File: src/sv/ahpc_pkg.sv
// Types and constants of the altitude-hold pitch controller.
package ahpc_pkg;

   typedef logic signed [19:0] alt_type;
   typedef logic signed [15:0] ang_type;
   typedef logic [15:0]        gain_type;
   typedef logic [19:0]        step_type;
   typedef logic signed [12:0] elev_type;
   typedef logic [2:0]         reg_index_type;

   localparam reg_index_type REG_ALT_GAIN   = 3'd0;
   localparam reg_index_type REG_PITCH_GAIN = 3'd1;
   localparam reg_index_type REG_RATE_GAIN  = 3'd2;
   localparam reg_index_type REG_STEP_TIME  = 3'd3;
   localparam reg_index_type REG_ALT_TARGET = 3'd4;

   localparam int ALT_LOW     = -6400;
   localparam int ALT_HIGH    = 384000;
   localparam int PITCH_BAND  = 4096;
   localparam int RATE_BAND   = 3686;
   localparam int INTEG_LIMIT = 3932160;
   localparam int CMD_LIMIT   = 1787;
   localparam int ELEV_LIMIT  = 2144;

   localparam int INTEG_DIV   = 3750000;
   localparam int CMD_DIV     = 288000000;
   localparam int RAD_SCALE   = 314159;

   // floor(2^52 / INTEG_DIV) and floor(2^59 / CMD_DIV)
   localparam int INTEG_RECIP = 1200959900;
   localparam int CMD_RECIP   = 2001599834;

   // quotients at or above these always end up clamped
   localparam int     INTEG_SAT_Q = 7864321;
   localparam int     CMD_SAT_Q   = 1788;
   localparam longint INTEG_SAT_X = longint'(INTEG_SAT_Q) * INTEG_DIV;
   localparam longint CMD_SAT_X   = longint'(CMD_SAT_Q) * CMD_DIV;

   localparam gain_type RST_ALT_GAIN   = 16'd128;
   localparam gain_type RST_PITCH_GAIN = 16'd12288;
   localparam gain_type RST_RATE_GAIN  = 16'd2048;
   localparam step_type RST_STEP_TIME  = 20'd20000;
   localparam alt_type  RST_ALT_TARGET = 20'sd6400;

endpackage

File: src/sv/ahpc_if.sv
// Sample and command channel interfaces of the altitude-hold pitch controller.
interface ahpc_req_if import ahpc_pkg::*; ();
   logic    valid;
   logic    ready;
   alt_type altitude;
   ang_type pitch_angle;
   ang_type pitch_rate;

   modport source (output valid, output altitude, output pitch_angle, output pitch_rate,
                   input ready);
   modport sink   (input valid, input altitude, input pitch_angle, input pitch_rate,
                   output ready);
endinterface

interface ahpc_rsp_if import ahpc_pkg::*; ();
   logic     valid;
   logic     ready;
   elev_type elevator;
   logic     limited;

   modport source (output valid, output elevator, output limited, input ready);
   modport sink   (input valid, input elevator, input limited, output ready);
endinterface

File: src/sv/altitude_hold_pitch_controller_unit.sv
// Altitude-hold pitch controller: sequencer around one shared multiply-accumulate unit.
//
// Usage:
//   req_ch carries one sample (altitude, pitch angle, pitch rate) per transfer;
//   rsp_ch returns one elevator command and its clamp flag per sample.
//   Gains, step time and target altitude sit in an APB register file at
//   byte addresses 0, 4, 8, 12 and 16; write them only while the block is idle.
// Timing:
//   A sample occupies the block from the accepting edge until S_FINISH hands its
//   result to the output register; rsp_ch.valid rises as the block returns to idle.
//   Both rounded divisions (integrator increment and degree-to-radian scaling) go
//   through three steps: load and saturate, reciprocal multiply, one correction
//   step. All eleven products go through the single 33x33 signed multiplier, one
//   per cycle. req_ch.ready is high only in idle.
// Reset:
//   Registers return to their default values; integrator and held readings
//   clear to zero; no result is pending.
// Stall:
//   A result waits in the output register until rsp_ch.ready; the next sample
//   is taken meanwhile, but its result stays in the final step until the slot frees.
module altitude_hold_pitch_controller_unit import ahpc_pkg::*; (
   input  logic        clock,
   input  logic        reset,
   ahpc_req_if.sink    req_ch,
   ahpc_rsp_if.source  rsp_ch,
   input  logic        psel,
   input  logic        penable,
   input  logic        pwrite,
   input  logic [4:0]  paddr,
   input  logic [31:0] pwdata,
   output logic [31:0] prdata,
   output logic        pready
);

   typedef enum logic [3:0] {
      S_IDLE, S_MUL_ERR, S_MUL_LO, S_MUL_HI, S_DIV_LOAD, S_DIV_EST, S_DIV_FIX, S_INTEG,
      S_CMD, S_SCALE_LO, S_SCALE_HI, S_LIMIT, S_MUL_RATE, S_MUL_PITCH, S_FINISH
   } state_type;

   gain_type alt_gain_ff, pitch_gain_ff, rate_gain_ff;
   step_type step_time_ff;
   alt_type  alt_target_ff;

   state_type          state_ff, state_in;
   alt_type            held_alt_ff, held_alt_in;
   ang_type            held_pitch_ff, held_pitch_in;
   ang_type            held_rate_ff, held_rate_in;
   step_type           held_step_ff, held_step_in;
   logic signed [22:0] integ_ff, integ_in;
   logic signed [20:0] err_ff, err_in;
   logic signed [39:0] prod_ff, prod_in;
   logic signed [59:0] acc_ff, acc_in;
   logic [44:0]        xnum_ff, xnum_in;
   logic [22:0]        quo_ff, quo_in;
   logic               sat_ff, sat_in;
   logic               neg_ff, neg_in;
   logic               phase_ff, phase_in;
   logic signed [13:0] pe_ff, pe_in;
   logic               rsp_valid_ff, rsp_valid_in;
   elev_type           rsp_elev_ff, rsp_elev_in;
   logic               rsp_lim_ff, rsp_lim_in;

   logic               cfg_write;
   reg_index_type      cfg_index;

   logic               req_take;
   alt_type            alt_sel;
   ang_type            pitch_sel, rate_sel;
   step_type           step_sel;

   logic signed [32:0] mul_a;
   logic [31:0]        mul_b;
   logic               mul_hi, mul_clear;
   logic signed [65:0] mul_prod;
   logic signed [59:0] mul_ext, mul_term, acc_sum;
   logic signed [15:0] prod_hi;

   logic [59:0]        mag;
   logic [59:0]        num_full;
   logic [59:0]        sat_x;
   logic [28:0]        div_d;
   logic [30:0]        recip;
   logic [28:0]        x_top;
   logic [22:0]        q_est;
   logic [44:0]        rfix;

   logic signed [39:0] quot, inc;
   logic signed [40:0] isum;
   logic [10:0]        cmag;
   logic signed [11:0] cmdc;

   logic signed [31:0] pval;
   logic [31:0]        pmag, prnd;
   logic [19:0]        rq;
   logic               elim;
   logic [11:0]        emag;
   elev_type           elev;

   // Register file
   assign pready    = 1'b1;
   assign cfg_write = psel && penable && pwrite && pready;
   assign cfg_index = paddr[4:2];

   always_ff @(posedge clock) begin
      if (reset) begin
         alt_gain_ff   <= RST_ALT_GAIN;
         pitch_gain_ff <= RST_PITCH_GAIN;
         rate_gain_ff  <= RST_RATE_GAIN;
         step_time_ff  <= RST_STEP_TIME;
         alt_target_ff <= RST_ALT_TARGET;
      end else if (cfg_write) begin
         unique case (cfg_index)
            REG_ALT_GAIN:   alt_gain_ff   <= pwdata[15:0];
            REG_PITCH_GAIN: pitch_gain_ff <= pwdata[15:0];
            REG_RATE_GAIN:  rate_gain_ff  <= pwdata[15:0];
            REG_STEP_TIME:  step_time_ff  <= pwdata[19:0];
            REG_ALT_TARGET: alt_target_ff <= $signed(pwdata[19:0]);
            default: ;
         endcase
      end
   end

   always_comb begin
      unique case (cfg_index)
         REG_ALT_GAIN:   prdata = {16'd0, alt_gain_ff};
         REG_PITCH_GAIN: prdata = {16'd0, pitch_gain_ff};
         REG_RATE_GAIN:  prdata = {16'd0, rate_gain_ff};
         REG_STEP_TIME:  prdata = {12'd0, step_time_ff};
         REG_ALT_TARGET: prdata = {12'd0, alt_target_ff};
         default:        prdata = 32'd0;
      endcase
   end

   // Channels
   assign req_ch.ready    = (state_ff == S_IDLE);
   assign req_take        = req_ch.valid && req_ch.ready;
   assign rsp_ch.valid    = rsp_valid_ff;
   assign rsp_ch.elevator = rsp_elev_ff;
   assign rsp_ch.limited  = rsp_lim_ff;

   // Replace out-of-band readings, and a zero step time, by the held ones
   always_comb begin
      alt_sel = req_ch.altitude;
      if (req_ch.altitude > ALT_HIGH || req_ch.altitude < ALT_LOW) alt_sel = held_alt_ff;
      pitch_sel = req_ch.pitch_angle;
      if (req_ch.pitch_angle > PITCH_BAND || req_ch.pitch_angle < -PITCH_BAND)
         pitch_sel = held_pitch_ff;
      rate_sel = req_ch.pitch_rate;
      if (req_ch.pitch_rate > RATE_BAND || req_ch.pitch_rate < -RATE_BAND)
         rate_sel = held_rate_ff;
      step_sel = (step_time_ff == 20'd0) ? held_step_ff : step_time_ff;
   end

   // Shared multiply-accumulate unit
   assign prod_hi = prod_ff[39:24];

   always_comb begin
      mul_a     = 33'sd0;
      mul_b     = 32'd0;
      mul_hi    = 1'b0;
      mul_clear = 1'b1;
      unique case (state_ff)
         S_MUL_ERR: begin
            mul_a = 33'(err_ff);
            mul_b = 32'(alt_gain_ff);
         end
         S_MUL_LO: begin
            mul_a = $signed({9'd0, acc_ff[23:0]});
            mul_b = 32'(held_step_ff);
         end
         S_MUL_HI: begin
            mul_a     = 33'(prod_hi);
            mul_b     = 32'(held_step_ff);
            mul_hi    = 1'b1;
            mul_clear = 1'b0;
         end
         S_DIV_EST: begin
            mul_a = $signed({4'd0, x_top});
            mul_b = 32'(recip);
         end
         S_DIV_FIX: begin
            mul_a = $signed({10'd0, quo_ff});
            mul_b = 32'(div_d);
         end
         S_SCALE_LO: begin
            mul_a = $signed({9'd0, prod_ff[23:0]});
            mul_b = 32'(RAD_SCALE);
         end
         S_SCALE_HI: begin
            mul_a     = 33'(prod_hi);
            mul_b     = 32'(RAD_SCALE);
            mul_hi    = 1'b1;
            mul_clear = 1'b0;
         end
         S_MUL_RATE: begin
            mul_a = 33'(held_rate_ff);
            mul_b = 32'(rate_gain_ff);
         end
         S_MUL_PITCH: begin
            mul_a     = 33'(pe_ff);
            mul_b     = 32'(pitch_gain_ff);
            mul_clear = 1'b0;
         end
         default: ;
      endcase
   end

   assign mul_prod = mul_a * $signed({1'b0, mul_b});
   assign mul_ext  = 60'(mul_prod);
   assign mul_term = mul_hi ? $signed({mul_ext[35:0], 24'd0}) : mul_ext;
   assign acc_sum  = (mul_clear ? 60'sd0 : acc_ff) + mul_term;

   // Rounding divider
   assign mag      = acc_ff[59] ? 60'(-acc_ff) : 60'(acc_ff);
   assign div_d    = phase_ff ? 29'(CMD_DIV) : 29'(INTEG_DIV);
   assign recip    = phase_ff ? 31'(CMD_RECIP) : 31'(INTEG_RECIP);
   assign num_full = mag + (phase_ff ? 60'(CMD_DIV / 2) : 60'(INTEG_DIV / 2));
   assign sat_x    = phase_ff ? 60'(CMD_SAT_X) : 60'(INTEG_SAT_X);
   assign x_top    = phase_ff ? xnum_ff[38:10] : xnum_ff[44:16];
   assign q_est    = phase_ff ? 23'(mul_prod[59:49]) : mul_prod[58:36];
   assign rfix     = xnum_ff - mul_prod[44:0];

   // Integrator and pitch command
   assign quot = $signed(40'(quo_ff));
   assign inc  = neg_ff ? -quot : quot;
   assign isum = 41'(inc) + 41'(integ_ff);
   assign cmag = (quo_ff > 23'(CMD_LIMIT)) ? 11'(CMD_LIMIT) : quo_ff[10:0];
   assign cmdc = neg_ff ? -$signed({1'b0, cmag}) : $signed({1'b0, cmag});

   // Elevator rounding and clamp
   assign pval = $signed(acc_ff[31:0]);
   assign pmag = pval[31] ? 32'(-pval) : 32'(pval);
   assign prnd = pmag + 32'd2048;
   assign rq   = prnd[31:12];
   assign elim = rq > 20'(ELEV_LIMIT);
   assign emag = elim ? 12'(ELEV_LIMIT) : rq[11:0];
   assign elev = pval[31] ? -$signed({1'b0, emag}) : $signed({1'b0, emag});

   // Sequencer
   always_comb begin
      state_in      = state_ff;
      held_alt_in   = held_alt_ff;
      held_pitch_in = held_pitch_ff;
      held_rate_in  = held_rate_ff;
      held_step_in  = held_step_ff;
      integ_in      = integ_ff;
      err_in        = err_ff;
      prod_in       = prod_ff;
      acc_in        = acc_ff;
      xnum_in       = xnum_ff;
      quo_in        = quo_ff;
      sat_in        = sat_ff;
      neg_in        = neg_ff;
      phase_in      = phase_ff;
      pe_in         = pe_ff;
      rsp_valid_in  = rsp_valid_ff && !rsp_ch.ready;
      rsp_elev_in   = rsp_elev_ff;
      rsp_lim_in    = rsp_lim_ff;
      unique case (state_ff)
         S_IDLE: begin
            if (req_take) begin
               held_alt_in   = alt_sel;
               held_pitch_in = pitch_sel;
               held_rate_in  = rate_sel;
               held_step_in  = step_sel;
               err_in        = 21'(alt_target_ff) - 21'(alt_sel);
               phase_in      = 1'b0;
               state_in      = S_MUL_ERR;
            end
         end
         S_MUL_ERR: begin
            acc_in   = acc_sum;
            state_in = S_MUL_LO;
         end
         S_MUL_LO: begin
            prod_in  = acc_ff[39:0];
            acc_in   = acc_sum;
            state_in = S_MUL_HI;
         end
         S_MUL_HI: begin
            acc_in   = acc_sum;
            state_in = S_DIV_LOAD;
         end
         S_DIV_LOAD: begin
            xnum_in  = num_full[44:0];
            sat_in   = num_full >= sat_x;
            neg_in   = acc_ff[59];
            state_in = S_DIV_EST;
         end
         S_DIV_EST: begin
            quo_in   = q_est;
            state_in = S_DIV_FIX;
         end
         S_DIV_FIX: begin
            if (sat_ff) begin
               quo_in = phase_ff ? 23'(CMD_SAT_Q) : 23'(INTEG_SAT_Q);
            end else if (rfix >= 45'(div_d)) begin
               quo_in = quo_ff + 23'd1;
            end
            state_in = phase_ff ? S_LIMIT : S_INTEG;
         end
         S_INTEG: begin
            if (isum > INTEG_LIMIT) begin
               integ_in = 23'(INTEG_LIMIT);
            end else if (isum < -INTEG_LIMIT) begin
               integ_in = 23'(-INTEG_LIMIT);
            end else begin
               integ_in = isum[22:0];
            end
            state_in = S_CMD;
         end
         S_CMD: begin
            prod_in  = $signed({prod_ff[37:0], 2'b00}) + 40'(integ_ff);
            phase_in = 1'b1;
            state_in = S_SCALE_LO;
         end
         S_SCALE_LO: begin
            acc_in   = acc_sum;
            state_in = S_SCALE_HI;
         end
         S_SCALE_HI: begin
            acc_in   = acc_sum;
            state_in = S_DIV_LOAD;
         end
         S_LIMIT: begin
            pe_in    = 14'(held_pitch_ff) - 14'(cmdc);
            state_in = S_MUL_RATE;
         end
         S_MUL_RATE: begin
            acc_in   = acc_sum;
            state_in = S_MUL_PITCH;
         end
         S_MUL_PITCH: begin
            acc_in   = acc_sum;
            state_in = S_FINISH;
         end
         S_FINISH: begin
            if (!rsp_valid_ff || rsp_ch.ready) begin
               rsp_valid_in = 1'b1;
               rsp_elev_in  = elev;
               rsp_lim_in   = elim;
               state_in     = S_IDLE;
            end
         end
         default: state_in = S_IDLE;
      endcase
   end

   always_ff @(posedge clock) begin
      if (reset) begin
         state_ff      <= S_IDLE;
         rsp_valid_ff  <= 1'b0;
         held_alt_ff   <= '0;
         held_pitch_ff <= '0;
         held_rate_ff  <= '0;
         held_step_ff  <= '0;
         integ_ff      <= '0;
         phase_ff      <= 1'b0;
      end else begin
         state_ff      <= state_in;
         rsp_valid_ff  <= rsp_valid_in;
         held_alt_ff   <= held_alt_in;
         held_pitch_ff <= held_pitch_in;
         held_rate_ff  <= held_rate_in;
         held_step_ff  <= held_step_in;
         integ_ff      <= integ_in;
         phase_ff      <= phase_in;
         err_ff        <= err_in;
         prod_ff       <= prod_in;
         acc_ff        <= acc_in;
         xnum_ff       <= xnum_in;
         quo_ff        <= quo_in;
         sat_ff        <= sat_in;
         neg_ff        <= neg_in;
         pe_ff         <= pe_in;
         rsp_elev_ff   <= rsp_elev_in;
         rsp_lim_ff    <= rsp_lim_in;
      end
   end

endmodule

File: src/flat_wrapper.sv
// flat-port wrapper written by rule: the top's interface ports become plain ports
module altitude_hold_pitch_controller_unit_flat import ahpc_pkg::*;
  (clock, reset, psel, penable, pwrite, paddr, pwdata, prdata, pready, req_ch_valid, req_ch_altitude, req_ch_pitch_angle, req_ch_pitch_rate, req_ch_ready, rsp_ch_valid, rsp_ch_elevator, rsp_ch_limited, rsp_ch_ready);
  ahpc_req_if req_ch_i ();
  ahpc_rsp_if rsp_ch_i ();
  input  logic clock;
  input  logic reset;
  input  logic psel;
  input  logic penable;
  input  logic pwrite;
  input  logic [4:0] paddr;
  input  logic [31:0] pwdata;
  output logic [31:0] prdata;
  output logic pready;
  input wire logic [$bits(req_ch_i.valid)-1:0] req_ch_valid;
  input wire logic [$bits(req_ch_i.altitude)-1:0] req_ch_altitude;
  input wire logic [$bits(req_ch_i.pitch_angle)-1:0] req_ch_pitch_angle;
  input wire logic [$bits(req_ch_i.pitch_rate)-1:0] req_ch_pitch_rate;
  output wire logic [$bits(req_ch_i.ready)-1:0] req_ch_ready;
  output wire logic [$bits(rsp_ch_i.valid)-1:0] rsp_ch_valid;
  output wire logic [$bits(rsp_ch_i.elevator)-1:0] rsp_ch_elevator;
  output wire logic [$bits(rsp_ch_i.limited)-1:0] rsp_ch_limited;
  input wire logic [$bits(rsp_ch_i.ready)-1:0] rsp_ch_ready;
  assign req_ch_i.valid = req_ch_valid;
  assign req_ch_i.altitude = req_ch_altitude;
  assign req_ch_i.pitch_angle = req_ch_pitch_angle;
  assign req_ch_i.pitch_rate = req_ch_pitch_rate;
  assign req_ch_ready = req_ch_i.ready;
  assign rsp_ch_valid = rsp_ch_i.valid;
  assign rsp_ch_elevator = rsp_ch_i.elevator;
  assign rsp_ch_limited = rsp_ch_i.limited;
  assign rsp_ch_i.ready = rsp_ch_ready;
  altitude_hold_pitch_controller_unit u_core (.clock(clock), .reset(reset), .req_ch(req_ch_i), .rsp_ch(rsp_ch_i), .psel(psel), .penable(penable), .pwrite(pwrite), .paddr(paddr), .pwdata(pwdata), .prdata(prdata), .pready(pready));
endmodule
File: config.mk
export PLATFORM = sky130hd
export DESIGN_NAME = altitude_hold_pitch_controller_unit_flat
export DESIGN_NICKNAME = d
export VERILOG_FILES = /design/src/sv/ahpc_pkg.sv /design/src/sv/ahpc_if.sv /design/src/sv/altitude_hold_pitch_controller_unit.sv /design/src/flat_wrapper.sv
export SDC_FILE = /design/constraint.sdc
export NUM_CORES = 2
export LEC_CHECK = 0
export BUFFER_PORTS_ARGS = -buffer_cell sky130_fd_sc_hd__buf_4
export CORE_MARGIN = 2
export CORE_UTILIZATION = 35
export CTS_BUF_LIST = sky130_fd_sc_hd__clkbuf_16
export CTS_CLUSTER_DIAMETER = 150
export CTS_CLUSTER_SIZE = 10
export DETAILED_ROUTE_END_ITERATION = 7
export PLACE_DENSITY_LB_ADDON = 0.25
export SYNTH_ARGS = -nofsm -noshare
export SYNTH_HDL_FRONTEND = slang
export SYNTH_SLANG_ARGS = --single-unit
File: constraint.sdc
create_clock -name clock -period 16.33 [get_ports clock]
set_input_delay 2.4495 -clock clock [delete_from_list [all_inputs] [get_ports clock]]
set_output_delay 2.4495 -clock clock [all_outputs]
set_load 0.1 [all_outputs]
# Yosys cells after proc, flatten, opt, wreduce, memory -nomap -nowiden
# Cells that the tools add are included.
dict set report op_classes {
  n_bitwise 4
  add_sub_neg 14
  order_cmp 12
  n_eq_ne 21
  mul 1
  reduce_logical 39
  n_mux 35
}
# operator n
set ops {}
lappend ops {{$pmux W33 S8} 1}
lappend ops {{$pmux W31 S7} 1}
lappend ops {{$mux W60} 3}
lappend ops {{$mux W23} 6}
lappend ops {{$add A60 B60 Y60} 2}
lappend ops {{$pmux W20 S5} 1}
lappend ops {{$pmux W40 S2} 1}
lappend ops {{$ge A60 B60 Y1} 1}
lappend ops {{$mul A33 B32 Y60} 1}
lappend ops {{$neg A60 Y60} 1}
lappend ops {{$mux W29} 2}
lappend ops {{$pmux W4 S14} 1}
lappend ops {{$pmux W23 S2} 1}
lappend ops {{$ge A45 B29 Y1} 1}
lappend ops {{$mux W45} 1}
lappend ops {{$sub A45 B45 Y45} 1}
lappend ops {{$add A40 B23 Y41} 1}
lappend ops {{$gt A41 B23 Y1 const B} 1}
lappend ops {{$lt A41 B23 Y1 const B} 1}
lappend ops {{$add A40 B23 Y40} 1}
lappend ops {{$mux W40} 1}
lappend ops {{$neg A23 Y40} 1}
lappend ops {{$mux W12} 3}
lappend ops {{$add A32 B12 Y32 const B} 1}
lappend ops {{44 further kinds} 91}
dict set report totals {
  ff_bits 406
}

# Depth between registers and ports, before layout
dict set report logic_depth {
  word_depth 9
  depth_mapped 55
}

# Worst setup path after synthesis
# No wires, ideal clock.
dict set report synth_path {
  kind {flip-flop to flip-flop}
  start {register u_core.phase_ff}
  end {register u_core.quo_ff[0], enable pin}
  synth_period_minus_slack_ps 14195
  slack_ps 2135
  n_path_buf 4
  arrival_ps 13778
  stages_incl_launch_ff 52
  cell_sequence {dfxtp_1 -> clkbuf_1 -> inv_1 -> clkbuf_1 -> nor3_1 -> clkbuf_1 -> and2_1 -> or2_2 -> nor3_1 -> clkbuf_1 -> nor2_1 -> fa_1 -> fa_1 -> fa_1 -> inv_1 -> fa_1 -> inv_1 -> fa_1 -> (+16 left out) -> o21ai_0 -> nand2b_1 -> xor2_1 -> inv_1 -> ha_1 -> nand3_1 -> nor2_1 -> and4_1 -> a32o_1 -> a31oi_1 -> a21boi_0 -> o32a_1 -> a221o_1 -> a21oi_1 -> o221ai_1 -> nand3_1 -> o31ai_1 -> a31oi_1}
}
dict set report synth_between {
  elab_chain_len 7
}
# item line
set synth_rtl {}
lappend synth_rtl {{start, declared} altitude_hold_pitch_controller_unit.sv:57} ;# logic phase_ff, phase_in;
lappend synth_rtl {{start signal, assigned} altitude_hold_pitch_controller_unit.sv:367} ;# phase_ff <= phase_in;
lappend synth_rtl {{$mux W29 (tied with other cells)} altitude_hold_pitch_controller_unit.sv:219} ;# assign x_top = phase_ff ? xnum_ff[38:10] : xnum_ff[44:16];
lappend synth_rtl {{$pmux W33 S8 / $pmux W31 S7 (equally long branches)} altitude_hold_pitch_controller_unit.sv:162} ;# unique case (state_ff)
lappend synth_rtl {{$mul A33 B32 Y60} altitude_hold_pitch_controller_unit.sv:208} ;# assign mul_prod = mul_a * $signed({1'b0, mul_b});
lappend synth_rtl {{$sub A45 B45 Y45} altitude_hold_pitch_controller_unit.sv:221} ;# assign rfix = xnum_ff - mul_prod[44:0];
lappend synth_rtl {{$ge A45 B29 Y1 (*)} altitude_hold_pitch_controller_unit.sv:297} ;# end else if (rfix >= 45'(div_d)) begin
lappend synth_rtl {{$ne A3 B1 Y1 (no source line) (*)} -}
lappend synth_rtl {{$reduce_and A3 Y1 (no source line) (*)} -}
lappend synth_rtl {{end signal, assigned} altitude_hold_pitch_controller_unit.sv:372} ;# quo_ff <= quo_in;
lappend synth_rtl {{end, declared} altitude_hold_pitch_controller_unit.sv:54} ;# logic [22:0] quo_ff, quo_in;
# Every way passes the cells marked *; elsewhere a longest branch is shown, timed or not.
# A chain may end at the register's enable or synchronous reset.

# Worst setup path after layout
dict set report layout_path {
  start {register u_core.state_ff[1]}
  end {register u_core.quo_ff[4], enable pin}
}
dict set report layout_between {
  elab_chain_len 8
}
# item line
set layout_rtl {}
lappend layout_rtl {{start, declared} altitude_hold_pitch_controller_unit.sv:44} ;# state_type state_ff, state_in;
lappend layout_rtl {{start signal, assigned} altitude_hold_pitch_controller_unit.sv:360} ;# state_ff <= state_in;
lappend layout_rtl {{$eq A4 B2 Y1 / $eq A4 B4 Y1 (equally long branches)} altitude_hold_pitch_controller_unit.sv:162}
lappend layout_rtl {{$reduce_or A2 Y1 (no source line)} -}
lappend layout_rtl {{$pmux W33 S8 / $pmux W31 S7 (equally long branches)} altitude_hold_pitch_controller_unit.sv:162}
lappend layout_rtl {{$mul A33 B32 Y60} altitude_hold_pitch_controller_unit.sv:208}
lappend layout_rtl {{$sub A45 B45 Y45} altitude_hold_pitch_controller_unit.sv:221}
lappend layout_rtl {{$ge A45 B29 Y1} altitude_hold_pitch_controller_unit.sv:297}
lappend layout_rtl {{$ne A3 B1 Y1 (no source line)} -}
lappend layout_rtl {{$reduce_and A3 Y1 (no source line) (*)} -}
# Marked as above.

==> qor.tcl <==
set qor(run_status) {complete, no violations}
set qor(num_rows) 159
set qor(via_count) 55600
set qor(max-slew-margin-rel) 0.127
set qor(grt_max_degree) 92
set qor(worst_setup_path_start_kind) {flop}
set qor(port_buffers) 117
set qor(gr-usage-met1) 0.355
set qor(via_count_of_the_first_global_routing_pass) 55700
set qor(unrepaired_setup_endpoints_after_global_routing) {no}
set qor(final_cell_area_um2) 71100
set qor(route.detailed.wl_per_inst_um) 24.2
set qor(flow.area_growth_from_synthesis_pct) 8.23
set qor(power.share.clock) 0.189
set qor(drt-initial-drc-count) 5333
set qor(internal_power_w) 0.00276
set qor(totalWireLength_mm) 245
set qor(design.core.area_um2) 187000
set qor(timing_max_transition_violations_final) 0
set qor(synth_top_cells_by_area) {sky130_fd_sc_hd__fa_1 29%, sky130_fd_sc_hd__edfxtp_1 10%, sky130_fd_sc_hd__ha_1 8.9%, sky130_fd_sc_hd__inv_1 6.5%, sky130_fd_sc_hd__dfxtp_1 5.7%}
set qor(route.detailed.drc) 0
set qor(grt_first_pass_wirelength_mm) 365
set qor(dieWidth_um) 437
set qor(ctsLongestPathBuffers) 3
set qor(die_y_um) 437
set qor(grt_antenna_before_repair) 8
set qor(timing.hold.worst.class) {flop to flop}
set qor(tritoncts) {yes}
set qor(num_io_pins) 145
set qor(dp_area_um2) 69800
set qor(grt_overflow) 0
set qor(clk-insertion-delay-late_ns) 0.66
set qor(synth_top_area_cell) {sky130_fd_sc_hd__fa_1}
set qor(met3_usage) 0.0414
set qor(synth.cells.most_frequent) {1145 x sky130_fd_sc_hd__inv_1, 948 x sky130_fd_sc_hd__fa_1, 815 x sky130_fd_sc_hd__nand2_1}
set qor(rrSetupSlack_ns) 0.97
set qor(synthesized_area_fraction_occupied_by_and_or_nand_nor_cells) 0.172
set qor(initial_utilization) 0.351
set qor(synth_top_flop_cell) {sky130_fd_sc_hd__edfxtp_1}
set qor(netlist.area_leader.share) 0.289
set qor(num-nets-final) 9145
set qor(postSynthCellCount) 7643
set qor(postSynthAreaPerCell_um2) 8.60
set qor(synth.yosys.seq_area_share) 0.157
set qor(synth.cell_area_um2) 65700
set qor(max-vdd-ir-drop_mv) 0.0850
set qor(worst_clock_skew_ns) 0.0562
set qor(r2r_cells) 49
set qor(floorplan.die_area_um2) 191000
set qor(crit_required_ns) 16.67
set qor(synth-warning-count) 0
set qor(power.net_switching_w) 0.00240
set qor(post_route_cells_drive_above_1_share) 0.0625
set qor(fin_crit_ns) 15.36
set qor(power-per-cell-area_nw_per_um2) 72.4
set qor(drt_pre_antenna_iters) 7
set qor(synth_compound_area_frac) 0.135
set qor(critPathMostFrequentCell) {sky130_fd_sc_hd__fa_1}
set qor(cp.arrival_ns) 15.70
set qor(dp_hpwl_mm) 206
set qor(cp-end-kind) {flop}
set qor(timing.hold.worst.start) {u_core.integ_ff[12]}
set qor(synth_seq_cells) 406
set qor(synth_top_family_by_area) {adder cells}
set qor(p_comb_frac) 0.560
set qor(power_leakage_nw) 33.0
set qor(crit_path_max_fanout) 26
set qor(min_period_over_period) 0.941
set qor(gp_routability_congestion) 1.01
set qor(synthAdderAreaFrac) 0.378
set qor(slowest_delay_ns) 0.82
set qor(setup-violations-final) 0
set qor(asyncSetResetFlopFracSynth) 0
set qor(totalNegativeSetupSlack_ns) 0
set qor(tightest_slew_ns) 1.31
set qor(synth.most_common_cell) {sky130_fd_sc_hd__inv_1}
set qor(grt-busiest-layer) {met2}
set qor(synth-edff-count) 219
set qor(cts_inserted_buffers) 46
set qor(critical_path.reg2reg.startpoint) {u_core.state_ff[1]}
set qor(crit_path_top_delay_cell) {sky130_fd_sc_hd__xor2_1}
set qor(worstSetupPathType) {flop to flop}
set qor(cts_num_sinks) 406
set qor(synth-xor-area-share) 0.0535
set qor(yosys.cell_types.count) 100
set qor(reg2reg_to) {u_core.quo_ff[4]}
set qor(pwr-share-seq) 0.250
set qor(final_hold_viol_count) 0
set qor(cts_resized) 0
set qor(muxShareOfSynthArea) 0.0181
set qor(grtUsageTotal) 0.255
set qor(min_to) {u_core.integ_ff[12]}
set qor(ctsRootBufferMaster) {sky130_fd_sc_hd__clkbuf_16}
set qor(post-cts-setup-buffer-count) 0
set qor(detail_route.vias_per_cell) 5.48
set qor(htreeDepth) 2
set qor(hold_buffers) 0
set qor(fmax_mhz) 65.1
set qor(maxCapViolCount) 0
set qor(worst_setup_hold_path_clk_slew_ns) 0.07
set qor(use_met2) 0.391
set qor(hold-path-cell-count) 2
set qor(final_antenna_net_count) 0
set qor(p_sw_frac) 0.465
[through the flow]
step	power, W	std cells	util	hold WS [ns]	setup slack (ns)
floorplan	0.00317	7677	-	0.424	2.13
global route	0.00548	10100	0.380	0.488	0.227
detailed placement	0.00418	10100	0.373	0.451	1.34
global placement	0.00415	10100	0.373	0.454	1.48
CTS	0.00518	10100	0.380	0.463	1.28
finish	0.00515	10100	0.380	0.467	0.967
[final cells by class]
| cell class | instances | area [um^2] |
|---|---|---|
| Clock inverter | 17 | 169 |
| Clock buffer | 46 | 1150 |
| Antenna cell | 1 | 2.50 |
| Timing Repair Buffer | 254 | 1910 |
| Sequential cell | 406 | 10300 |
| Tap cell | 2495 | 3120 |
| Fill cell | 19100 | 116000 |
| Multi-Input combinational cell | 5780 | 50200 |
| Inverter | 1147 | 4310 |
[worst max-delay path: cells and delay by family (launching register included)]
| kind | cells | cell delay (ns) |
|---|---|---|
| XOR/XNOR | 1 | 0.82 |
| AO/OA/AOI/OAI | 15 | 3.86 |
| buffers and inverters | 9 | 1.00 |
| adder cells (fa/ha/maj) | 11 | 5.36 |
| AND/OR/NAND/NOR | 13 | 3.31 |
| flip-flops | 1 | 0.68 |
[flip-flops by register name, summed over array words and instances, names as in the netlist, 4 cells and up]
name,cells
u_core.acc_ff,60
u_core.xnum_ff,45
u_core.prod_ff,40
u_core.integ_ff,23
u_core.quo_ff,23
u_core.err_ff,21
u_core.alt_target_ff,20
u_core.held_alt_ff,20
u_core.held_step_ff,20
u_core.step_time_ff,20
u_core.alt_gain_ff,16
u_core.held_rate_ff,16
u_core.pitch_gain_ff,16
u_core.rate_gain_ff,16
u_core.held_pitch_ff,14
u_core.pe_ff,14
u_core.rsp_ch.elevator,13
u_core.state_ff,4
[logic make-up (layout without fill, tap and decap cells)]
family / count (synthesis) / count (layout)
compound gates: 1349 / 1349
flops: 406 / 406
simple gates: 2461 / 2461
other cells: 2 / 37
mux: 116 / 116
xor+xnor: 401 / 401
buf+inv: 1491 / 1464
fa+ha+maj: 1417 / 1417
[worst max path at each step]
| stage | start | endpoint | slack [ns] | depth (start not counted) |
|---|---|---|---|---|
| global route | u_core.state_ff[1] | u_core.quo_ff[4] | 0.23 | 50 |
| floorplan | u_core.phase_ff | u_core.quo_ff[0] | 2.13 | 51 |
| finish | u_core.state_ff[1] | u_core.quo_ff[4] | 0.97 | 49 |
| CTS | u_core.state_ff[1] | u_core.quo_ff[4] | 1.28 | 50 |
| global placement | u_core.state_ff[1] | u_core.quo_ff[1] | 1.48 | 50 |
| detailed placement | u_core.state_ff[1] | u_core.quo_ff[1] | 1.34 | 50 |
[placed cells by master, fill, tap and decap left out, types with 53 or more instances in the layout]
cell | netlist | final
sky130_fd_sc_hd__dfxtp_1 | 187 | 186
sky130_fd_sc_hd__xor2_1 | 140 | 140
sky130_fd_sc_hd__nand2_1 | 815 | 814
sky130_fd_sc_hd__inv_1 | 1145 | 1158
sky130_fd_sc_hd__and2_1 | 156 | 156
sky130_fd_sc_hd__mux2i_1 | 94 | 94
sky130_fd_sc_hd__o21ai_0 | 282 | 280
sky130_fd_sc_hd__a22oi_1 | 74 | 74
sky130_fd_sc_hd__a21o_1 | 114 | 114
sky130_fd_sc_hd__or2_2 | 67 | 67
sky130_fd_sc_hd__buf_4 | 15 | 253
sky130_fd_sc_hd__edfxtp_1 | 219 | 219
sky130_fd_sc_hd__fa_1 | 948 | 947
sky130_fd_sc_hd__nand3_1 | 120 | 120
sky130_fd_sc_hd__nand4_1 | 57 | 57
sky130_fd_sc_hd__a211oi_1 | 63 | 63
sky130_fd_sc_hd__ha_1 | 466 | 466
sky130_fd_sc_hd__a21oi_1 | 339 | 335
sky130_fd_sc_hd__xnor2_1 | 260 | 257
sky130_fd_sc_hd__nor2_1 | 784 | 774
sky130_fd_sc_hd__nand2b_1 | 74 | 74
sky130_fd_sc_hd__nor2b_1 | 53 | 53
sky130_fd_sc_hd__nor3_1 | 115 | 92
[power by group through the flow]
stage | sequential, W | clock, W | combinational [W]
6_report | 0.00129 | 0.000976 | 0.00289
5_1_grt | 0.00130 | 0.00103 | 0.00315
4_1_cts | 0.00129 | 0.000996 | 0.00289
3_5_place_dp | 0.00131 | 0 | 0.00287
3_3_place_gp | 0.00131 | 0 | 0.00284
2_1_floorplan | 0.00125 | 0 | 0.00192
[routing by layer]
layer | vias up | part of all wire
met5 | - | 0
met4 | 0 | 0.050
met3 | 393 | 0.084
met2 | 2280 | 0.43
met1 | 27900 | 0.43
li1 | 25100 | -
Power figures use the tool's default switching activity.
